<file path="src/design/rlbc_pkg.sv">
package rlbc_pkg;

   // action codes
   localparam logic [2:0] ACT_SET_LEVEL = 3'd0;
   localparam logic [2:0] ACT_SET_COLOR = 3'd1;
   localparam logic [2:0] ACT_SET_MODE  = 3'd2;
   localparam logic [2:0] ACT_TICK      = 3'd3;
   localparam logic [2:0] ACT_TOGGLE    = 3'd4;

   // named color codes
   localparam logic [2:0] COLOR_BLUE    = 3'd0;
   localparam logic [2:0] COLOR_GREEN   = 3'd1;
   localparam logic [2:0] COLOR_RED     = 3'd2;
   localparam logic [2:0] COLOR_YELLOW  = 3'd3;
   localparam logic [2:0] COLOR_MAGENTA = 3'd4;
   localparam logic [2:0] COLOR_CYAN    = 3'd5;
   localparam logic [2:0] COLOR_WHITE   = 3'd6;
   localparam logic [2:0] COLOR_BLACK   = 3'd7;

   // mode codes
   localparam logic [2:0] MODE_NONE       = 3'd0;
   localparam logic [2:0] MODE_OFF        = 3'd1;
   localparam logic [2:0] MODE_ON         = 3'd2;
   localparam logic [2:0] MODE_BLINK_SLOW = 3'd3;
   localparam logic [2:0] MODE_BLINK_FAST = 3'd4;

   // channel slots
   localparam int unsigned NUM_CH = 3;
   localparam logic [1:0] CH_RED   = 2'd0;
   localparam logic [1:0] CH_GREEN = 2'd1;
   localparam logic [1:0] CH_BLUE  = 2'd2;

   localparam logic [15:0] CMP_DARK  = 16'hFFFF;
   localparam logic [15:0] CMP_FULL  = 16'h0000;
   localparam logic [7:0]  LEVEL_MAX = 8'd100;

   localparam int unsigned REQ_DATA_W = 16;
   localparam int unsigned REQ_USER_W = 3;
   localparam int unsigned RSP_DATA_W = 56;

   // one request after the input register
   typedef struct packed {
      logic [2:0]  action;
      logic [2:0]  color;
      logic [2:0]  mode;
      logic        level_zero;
      logic [15:0] level_cmp;
      logic        tick_slow;
      logic        tick_fast;
   } item_type;

   // 65535 - lvl*65535/100, with lvl*35/100 done by reciprocal (exact for lvl <= 100)
   function automatic logic [15:0] level_to_compare(input logic [6:0] lvl);
      logic [15:0] whole;
      logic [11:0] frac;
      logic [22:0] scaled;
      whole  = 16'(lvl) * 16'd655;
      frac   = 12'(lvl) * 12'd35;
      scaled = 23'(frac) * 23'd1311;
      return CMP_DARK - (whole + 16'(scaled[22:17]));
   endfunction

   // disable flags per named color, bit index is the channel slot
   function automatic logic [2:0] color_disable(input logic [2:0] color);
      logic [2:0] dis;
      dis = 3'b000;
      unique case (color)
         COLOR_BLUE:    dis = 3'b011;
         COLOR_GREEN:   dis = 3'b101;
         COLOR_RED:     dis = 3'b110;
         COLOR_YELLOW:  dis = 3'b100;
         COLOR_MAGENTA: dis = 3'b010;
         COLOR_CYAN:    dis = 3'b001;
         COLOR_WHITE:   dis = 3'b000;
         COLOR_BLACK:   dis = 3'b111;
         default:       dis = 3'b111;
      endcase
      return dis;
   endfunction

endpackage

</file>
<file path="src/design/rlbc_in_stage.sv">
module rlbc_in_stage (
   input  logic                              clock,
   input  logic                              reset,
   input  logic                              req_tvalid,
   output logic                              req_tready,
   // color_code[2:0], mode_code[5:3], level[13:6], tick_slow[14], tick_fast[15]
   input  logic [rlbc_pkg::REQ_DATA_W-1:0]   req_tdata,
   // action[2:0]
   input  logic [rlbc_pkg::REQ_USER_W-1:0]   req_tuser,
   output logic                              item_valid,
   input  logic                              item_ready,
   output rlbc_pkg::item_type                item
);

   logic               valid_ff;
   logic               valid_in;
   rlbc_pkg::item_type item_ff;
   rlbc_pkg::item_type item_in;
   logic [7:0]         level_raw;
   logic [6:0]         level_sat;
   logic               take;

   assign req_tready = !valid_ff || item_ready;
   assign take       = req_tvalid && req_tready;
   assign level_raw  = req_tdata[13:6];

   always_comb begin
      if (level_raw > rlbc_pkg::LEVEL_MAX) begin
         level_sat = rlbc_pkg::LEVEL_MAX[6:0];
      end else begin
         level_sat = level_raw[6:0];
      end
      item_in.action     = req_tuser[2:0];
      item_in.color      = req_tdata[2:0];
      item_in.mode       = req_tdata[5:3];
      item_in.level_zero = (level_sat == 7'd0);
      item_in.level_cmp  = rlbc_pkg::level_to_compare(level_sat);
      item_in.tick_slow  = req_tdata[14];
      item_in.tick_fast  = req_tdata[15];
   end

   always_comb begin
      if (take) begin
         valid_in = 1'b1;
      end else if (item_ready) begin
         valid_in = 1'b0;
      end else begin
         valid_in = valid_ff;
      end
   end

   always_ff @(posedge clock) begin
      if (reset) begin
         valid_ff <= 1'b0;
      end else begin
         valid_ff <= valid_in;
      end
   end

   always_ff @(posedge clock) begin
      if (take) begin
         item_ff <= item_in;
      end
   end

   assign item_valid = valid_ff;
   assign item       = item_ff;

endmodule

</file>
<file path="src/design/rlbc_core.sv">
module rlbc_core (
   input  logic                              clock,
   input  logic                              reset,
   input  logic                              item_valid,
   output logic                              item_ready,
   input  rlbc_pkg::item_type                item,
   output logic                              rsp_tvalid,
   input  logic                              rsp_tready,
   // red_compare[15:0], green_compare[31:16], blue_compare[47:32], lit[48],
   // color_now[51:49], mode_now[54:52], zero[55]
   output logic [rlbc_pkg::RSP_DATA_W-1:0]   rsp_tdata
);

   localparam int unsigned NCH = rlbc_pkg::NUM_CH;

   // led state
   logic [NCH-1:0] dis_ff;
   logic [NCH-1:0] dis_in;
   logic [15:0]    level_cmp_ff [NCH];
   logic [15:0]    level_cmp_in [NCH];
   logic [15:0]    cmp_ff [NCH];
   logic [15:0]    cmp_in [NCH];
   logic [2:0]     color_ff;
   logic [2:0]     color_in;
   logic           lit_ff;
   logic           lit_in;
   logic [2:0]     mode_ff;
   logic [2:0]     mode_in;

   // result register
   logic                            out_valid_ff;
   logic [rlbc_pkg::RSP_DATA_W-1:0] out_data_ff;
   logic [rlbc_pkg::RSP_DATA_W-1:0] out_data_in;

   logic step;

   assign item_ready = !out_valid_ff || rsp_tready;
   assign step       = item_valid && item_ready;

   always_comb begin
      logic       turn_on;
      logic       turn_off;
      logic       full_on;
      logic [1:0] ch;
      turn_on  = 1'b0;
      turn_off = 1'b0;
      full_on  = 1'b0;
      ch       = rlbc_pkg::CH_BLUE;
      dis_in   = dis_ff;
      color_in = color_ff;
      lit_in   = lit_ff;
      mode_in  = mode_ff;
      for (int i = 0; i < NCH; i++) begin
         level_cmp_in[i] = level_cmp_ff[i];
         cmp_in[i]       = cmp_ff[i];
      end

      unique case (item.action)
         rlbc_pkg::ACT_SET_LEVEL: begin
            unique case (item.color)
               rlbc_pkg::COLOR_BLUE:  ch = rlbc_pkg::CH_BLUE;
               rlbc_pkg::COLOR_GREEN: ch = rlbc_pkg::CH_GREEN;
               rlbc_pkg::COLOR_RED:   ch = rlbc_pkg::CH_RED;
               default:               ch = rlbc_pkg::CH_BLUE;
            endcase
            // colors beyond the primaries leave every channel alone
            if (item.color == rlbc_pkg::COLOR_BLUE || item.color == rlbc_pkg::COLOR_GREEN
                || item.color == rlbc_pkg::COLOR_RED) begin
               dis_in[ch]       = item.level_zero;
               level_cmp_in[ch] = item.level_cmp;
               cmp_in[ch]       = item.level_cmp;
            end
         end
         rlbc_pkg::ACT_SET_COLOR: begin
            dis_in   = rlbc_pkg::color_disable(item.color);
            color_in = item.color;
            if (item.mode == rlbc_pkg::MODE_NONE) begin
               turn_on = lit_ff;
            end else if (item.mode <= rlbc_pkg::MODE_BLINK_FAST) begin
               mode_in = item.mode;
            end
         end
         rlbc_pkg::ACT_SET_MODE: begin
            if (item.mode <= rlbc_pkg::MODE_BLINK_FAST) begin
               mode_in  = item.mode;
               turn_off = (item.mode == rlbc_pkg::MODE_OFF);
               turn_on  = (item.mode == rlbc_pkg::MODE_ON);
            end
         end
         rlbc_pkg::ACT_TICK: begin
            priority if (mode_ff == rlbc_pkg::MODE_OFF) begin
               turn_off = 1'b1;
            end else if (mode_ff == rlbc_pkg::MODE_ON) begin
               turn_on = 1'b1;
            end else if ((mode_ff == rlbc_pkg::MODE_BLINK_SLOW && item.tick_slow)
                         || (mode_ff == rlbc_pkg::MODE_BLINK_FAST && item.tick_fast)) begin
               turn_off = lit_ff;
               turn_on  = !lit_ff;
            end else begin
               turn_on = 1'b0;
            end
         end
         rlbc_pkg::ACT_TOGGLE: begin
            turn_off = lit_ff;
            full_on  = !lit_ff;
         end
         default: begin
            turn_on = 1'b0;
         end
      endcase

      if (turn_on) begin
         lit_in = 1'b1;
         for (int i = 0; i < NCH; i++) begin
            cmp_in[i] = dis_in[i] ? rlbc_pkg::CMP_DARK : level_cmp_in[i];
         end
      end
      if (full_on) begin
         lit_in = 1'b1;
         for (int i = 0; i < NCH; i++) begin
            cmp_in[i] = dis_in[i] ? rlbc_pkg::CMP_DARK : rlbc_pkg::CMP_FULL;
         end
      end
      if (turn_off) begin
         lit_in = 1'b0;
         for (int i = 0; i < NCH; i++) begin
            cmp_in[i] = rlbc_pkg::CMP_DARK;
         end
      end

      out_data_in = {1'b0, mode_in, color_in, lit_in,
                     cmp_in[rlbc_pkg::CH_BLUE], cmp_in[rlbc_pkg::CH_GREEN],
                     cmp_in[rlbc_pkg::CH_RED]};
   end

   always_ff @(posedge clock) begin
      if (reset) begin
         dis_ff                         <= 3'b011;
         level_cmp_ff[rlbc_pkg::CH_RED]   <= rlbc_pkg::CMP_DARK;
         level_cmp_ff[rlbc_pkg::CH_GREEN] <= rlbc_pkg::CMP_DARK;
         level_cmp_ff[rlbc_pkg::CH_BLUE]  <= rlbc_pkg::CMP_FULL;
         for (int i = 0; i < NCH; i++) begin
            cmp_ff[i] <= rlbc_pkg::CMP_DARK;
         end
         color_ff     <= rlbc_pkg::COLOR_BLUE;
         lit_ff       <= 1'b0;
         mode_ff      <= rlbc_pkg::MODE_NONE;
         out_valid_ff <= 1'b0;
      end else begin
         if (step) begin
            dis_ff   <= dis_in;
            color_ff <= color_in;
            lit_ff   <= lit_in;
            mode_ff  <= mode_in;
            for (int i = 0; i < NCH; i++) begin
               level_cmp_ff[i] <= level_cmp_in[i];
               cmp_ff[i]       <= cmp_in[i];
            end
         end
         if (step) begin
            out_valid_ff <= 1'b1;
         end else if (rsp_tready) begin
            out_valid_ff <= 1'b0;
         end
      end
   end

   always_ff @(posedge clock) begin
      if (step) begin
         out_data_ff <= out_data_in;
      end
   end

   assign rsp_tvalid = out_valid_ff;
   assign rsp_tdata  = out_data_ff;

`ifndef SYNTHESIS
   // stored mode only ever takes a legal code
   a_mode_legal: assert property (@(posedge clock) disable iff (reset)
      mode_ff <= rlbc_pkg::MODE_BLINK_FAST)
      else $error("stored mode out of range");

   // state moves only with a request
   a_state_hold: assert property (@(posedge clock) disable iff (reset)
      !step |=> $stable(lit_ff) && $stable(mode_ff) && $stable(color_ff))
      else $error("led state changed without a request");

   // a pending result always mirrors the current state
   a_result_tracks: assert property (@(posedge clock) disable iff (reset)
      out_valid_ff |-> (out_data_ff[48] == lit_ff) && (out_data_ff[54:52] == mode_ff)
                       && (out_data_ff[15:0] == cmp_ff[rlbc_pkg::CH_RED]))
      else $error("result register out of step with state");

   // toggling a lit led leaves it dark
   a_toggle_off: assert property (@(posedge clock) disable iff (reset)
      step && item.action == rlbc_pkg::ACT_TOGGLE && lit_ff
      |=> !lit_ff && cmp_ff[rlbc_pkg::CH_RED] == rlbc_pkg::CMP_DARK
          && cmp_ff[rlbc_pkg::CH_BLUE] == rlbc_pkg::CMP_DARK)
      else $error("toggle did not turn the led off");
`endif

endmodule

</file>
<file path="src/design/rgb_led_blink_controller.sv">
// rgb led blink controller: keeps the color, per-channel levels and blink mode of an
// rgb led and reports the three active-low pwm compare values (65535 = dark) after
// every request. each request carries one action (set level, set color, set mode,
// tick, toggle) in tuser and its operands in tdata, and yields exactly one response
// holding the compare values, the lit flag, the color and the stored mode. one
// request is taken per clock while the response port keeps up; a response passes through
// the input register, then the state update into the result register, and the rate
// is set by the state update loop. a stalled response port holds one finished
// response plus one request in the input register before req_tready drops.
module rgb_led_blink_controller (
   input  logic                              clock,
   input  logic                              reset,
   // request channel
   input  logic                              req_tvalid,
   output logic                              req_tready,
   // color_code[2:0], mode_code[5:3], level[13:6], tick_slow[14], tick_fast[15]
   input  logic [rlbc_pkg::REQ_DATA_W-1:0]   req_tdata,
   // action[2:0]
   input  logic [rlbc_pkg::REQ_USER_W-1:0]   req_tuser,
   // response channel
   output logic                              rsp_tvalid,
   input  logic                              rsp_tready,
   // red_compare[15:0], green_compare[31:16], blue_compare[47:32], lit[48],
   // color_now[51:49], mode_now[54:52], zero pad[55]
   output logic [rlbc_pkg::RSP_DATA_W-1:0]   rsp_tdata
);

   // request after the input register, with its level already saturated and converted
   logic               item_valid;
   logic               item_ready;
   rlbc_pkg::item_type item;

   // input register: level saturation and level-to-compare conversion
   rlbc_in_stage u_in_stage (
      .clock      (clock),
      .reset      (reset),
      .req_tvalid (req_tvalid),
      .req_tready (req_tready),
      .req_tdata  (req_tdata),
      .req_tuser  (req_tuser),
      .item_valid (item_valid),
      .item_ready (item_ready),
      .item       (item)
   );

   // led state update and result register
   rlbc_core u_core (
      .clock      (clock),
      .reset      (reset),
      .item_valid (item_valid),
      .item_ready (item_ready),
      .item       (item),
      .rsp_tvalid (rsp_tvalid),
      .rsp_tready (rsp_tready),
      .rsp_tdata  (rsp_tdata)
   );

endmodule

</file>
<file path="config.mk">
export PLATFORM = sky130hd
export DESIGN_NAME = rgb_led_blink_controller
export DESIGN_NICKNAME = d
export VERILOG_FILES = /design/src/design/rlbc_pkg.sv /design/src/design/rlbc_in_stage.sv /design/src/design/rlbc_core.sv /design/src/design/rgb_led_blink_controller.sv
export SDC_FILE = /design/constraint.sdc
export NUM_CORES = 1
export LEC_CHECK = 0
export BUFFER_PORTS_ARGS = -buffer_cell sky130_fd_sc_hd__buf_2
export CAP_MARGIN = 5
export CORE_MARGIN = 4
export CORE_UTILIZATION = 25
export DETAILED_ROUTE_END_ITERATION = 8
export GPL_ROUTABILITY_DRIVEN = 0
export PLACE_DENSITY = 0.48
export SYNTH_ARGS = -nofsm -noshare
export SYNTH_HDL_FRONTEND = slang
export SYNTH_SLANG_ARGS = --single-unit
export TNS_END_PERCENT = 5
</file>
<file path="constraint.sdc">
create_clock -name clock -period 17.7 [get_ports clock]
set_clock_uncertainty 0.05 [all_clocks]
set_input_delay 3.54 -clock clock [delete_from_list [all_inputs] [get_ports clock]]
set_output_delay 3.54 -clock clock [all_outputs]
set_load 0.01 [all_outputs]
</file>
==> impl_metrics.yaml <==
run_status:
  status: "complete, no violations"
synthesis:
  syn-cell-area_um2: 13650
  synth_edf_count: 179
  synth-seq-cells: 194
  synth_top_area_cell: "edfxtp_1"
  netlist_instances: 1348
  ys_warn_count: 0
  synthArstFlopShare_pct: 0
  synth.avg_cell_area_um2: 10.13
  synth.most_common_cell: "nand2_1"
  ys_seq_area_share_pct: 41.57
  synth.area.top_cells: "edfxtp_1 39%, ha_1 14%, fa_1 8.1%, nand2_1 7.7%, inv_1 4.2%"
  ys.flop_type: "edfxtp_1"
  synthTopCellsByCount: "280 x nand2_1, 179 x edfxtp_1, 157 x ha_1"
  synth.distinct_cells: 78
  synth_top_cell_area_share_pct: 39.37
  syn_nets: 1583
detailed_routing:
  drtIter0Drc: 795
  top_layer_used: "met4"
  dr_wl_met2_mm: 16.31
  wire_per_inst_um: 16.13
  first_pass_iters: 5
  wl_met1_mm: 16.32
  drc: 0
  routed_wl_mm: 34.09
  viasPerCell: 4.637
  ant_nets: 0
  wl_met3_um: 829
  vias: 9797
floorplan:
  fp.dieH_um: 241.7
  dieArea_um2: 58420
  num_rows: 85
  io_pins: 81
  dieWidth_um: 241.7
  fp.coreArea_um2: 53920
  start_util_pct: 25.32
setup_path:
  critPathRequiredTime_ns: 17.84
  worst_setup_path_end_kind: "flip-flop"
  crit_type: "input port to flip-flop"
  crit_top_cell: "ha_1"
  cpPeakStageDelay_ns: 0.88
  timing.rr.start: "u_in_stage.item[25]$_DFFE_PP_"
  critical_path.max_fanout: 12
  cp_slowest_cell: "o311ai_0"
  timing.rr.end: "u_core.rsp_tdata[33]$_DFFE_PP_"
  ff2ff_setup_slack_ns: 14.38
  cp-start-kind: "input port"
  rr_worst_depth: 6
  crit_arrival_ns: 15.22
worst_hold_path:
  hp-class: "flip-flop to flip-flop"
  hold_start: "u_core.dis_ff[1]$_SDFFE_PP1P_"
  hold-path-endpoint: "u_core.dis_ff[1]$_SDFFE_PP1P_"
  hold_depth: 1
placement:
  io_buffers: 79
  dpl.hpwl_mm: 24.80
cts:
  clock-sinks: 194
  hold_buffers: 0
  clk_pin_slew_ns: 0.07
  h-tree-depth: 4
  cts_made_buffers: 17
  cts.repair.resized: 0
  clk_latency_ns: 0.45
  root_buffer: "clkbuf_16"
  post_cts_buffers: 0
  clockBufferDepth: 2
  cts_tree: "built"
final_layout:
  layout.nets: 1639
  synthToLayoutAreaGrowth_pct: 12.42
  diodes: 0
  register_area_um2: 5675
  nFillCells: 5597
  multi_input_area_um2: 7157
  drive_gt1_share_pct: 10.73
timing:
  relSlewSlack_pct: 17.28
  finalCritPeriodShare_pct: 85.21
  finalSetupViolCount: 0
  fmax_mhz: 66.31
  period_needed_ns: 15.08
  drv_slew: 0
  timing.setup.tns_ns: 0
  worst_pin_slew_ns: 1.235
  hold_viol_final: 0
  rsz0062_at_grt: "no"
global_route:
  grt_pass1_wl_mm: 56.00
  antenna_found_initial: 0
  grt_remaining_overflow: 0
  grt_max_degree: 76
  grt_pass1_vias: 10177
  track_usage_pct: 11.76
run:
  cap_violations: 0
==> worst max-delay path, delay by kind of cell <==
| family | cells | cell delay (ns) |
|---|---|---|
| XOR/XNOR | 1 | 0.79 |
| buffers and inverters | 7 | 0.91 |
| AO/OA/AOI/OAI | 14 | 3.84 |
| adder cells (fa/ha/maj) | 14 | 5.46 |
| AND/OR/NAND/NOR | 3 | 0.64 |
==> layout by cell type, fill, tap and decap left out, types with 6 or more instances in the layout <==
cell       count
a31oi_1        6
buf_2         79
o21ai_0       29
and2_1         7
clkbuf_16     17
nand3b_1      17
inv_1        153
nor2b_1        9
o211ai_1      24
a21o_1        14
nor2_1        36
buf_4         17
o211ai_2      10
dfxtp_1       15
edfxtp_1     179
nand2_1      280
ha_1         157
and3_1        18
fa_1          55
nand3_1       58
a21oi_1       50
mux2i_1        8
xor2_1         7
xnor2_1       24
nand2b_1      10
a211oi_1      20
a211o_1       13
==> cell type report <==
| cell class | count | area share, % |
|---|---|---|
| Inverter | 154 | 3.774 |
| Tap cell | 696 | 5.673 |
| Clock inverter | 15 | 0.7744 |
| Sequential cell | 194 | 36.97 |
| Multi-Input combinational cell | 941 | 46.63 |
| Clock buffer | 17 | 2.771 |
| Timing Repair Buffer | 96 | 3.407 |
==> routing by layer <==
layer  up-vias  global-route usage (%)
met4         0                   3.295
li1       4821                       -
met5         -                       0
met1      4785                   15.75
met3        31                   1.418
met2       160                   20.11
==> logic make-up (layout without fill, tap and decap cells) <==
kind of cell             after synthesis  after routing  synth area share, %
multiplexers                           9              9               0.6689
flip-flops                           194            194                41.57
buffers and inverters                213            282                6.130
AO/OA/AOI/OAI                        222            222                11.65
adder cells (fa/ha/maj)              212            212                22.45
other                                  1              1              0.02746
AND/OR/NAND/NOR                      466            466                15.52
XOR/XNOR                              31             31                1.988
==> sequential cells by signal, indices dropped and copies added (netlist names), named ones only <==
| name | cells |
|---|---|
| u_core.cmp_ff | 48 |
| u_core.color_ff | 3 |
| u_core.dis_ff | 3 |
| u_core.level_cmp_ff | 48 |
| u_core.lit_ff | 1 |
| u_core.mode_ff | 3 |
| u_core.rsp_tdata | 55 |
| u_core.rsp_tvalid | 1 |
| u_in_stage.item | 28 |
| u_in_stage.item_valid | 1 |
==> how the worst max path moves through the flow <==
stage                             start                            end
after floorplan           req_tdata[11]  u_in_stage.item[15]$_DFFE_PP_
after global placement     req_tdata[8]  u_in_stage.item[14]$_DFFE_PP_
after detailed placement   req_tdata[9]  u_in_stage.item[14]$_DFFE_PP_
after CTS                  req_tdata[9]  u_in_stage.item[14]$_DFFE_PP_
after global routing       req_tdata[8]  u_in_stage.item[14]$_DFFE_PP_
final                      req_tdata[9]  u_in_stage.item[14]$_DFFE_PP_
==> metrics by stage <==
stage	utilization (%)	area (um^2)	worst slack [ns]	hold slack [ns]	instances
after detailed placement	27.46	14810	2.125	0.4197	2081
after CTS	28.47	15350	2.593	0.4467	2113
after global placement	27.46	14810	2.342	0.4204	2081
after global routing	28.47	15350	1.832	0.4721	2113
after floorplan	-	13650	3.944	0.4055	1348
final	28.47	15350	2.618	0.4440	2113
Power is left out: the tool's default activity adds up to more than one toggle a clock period on the data nets, which glitch-free logic cannot reach.
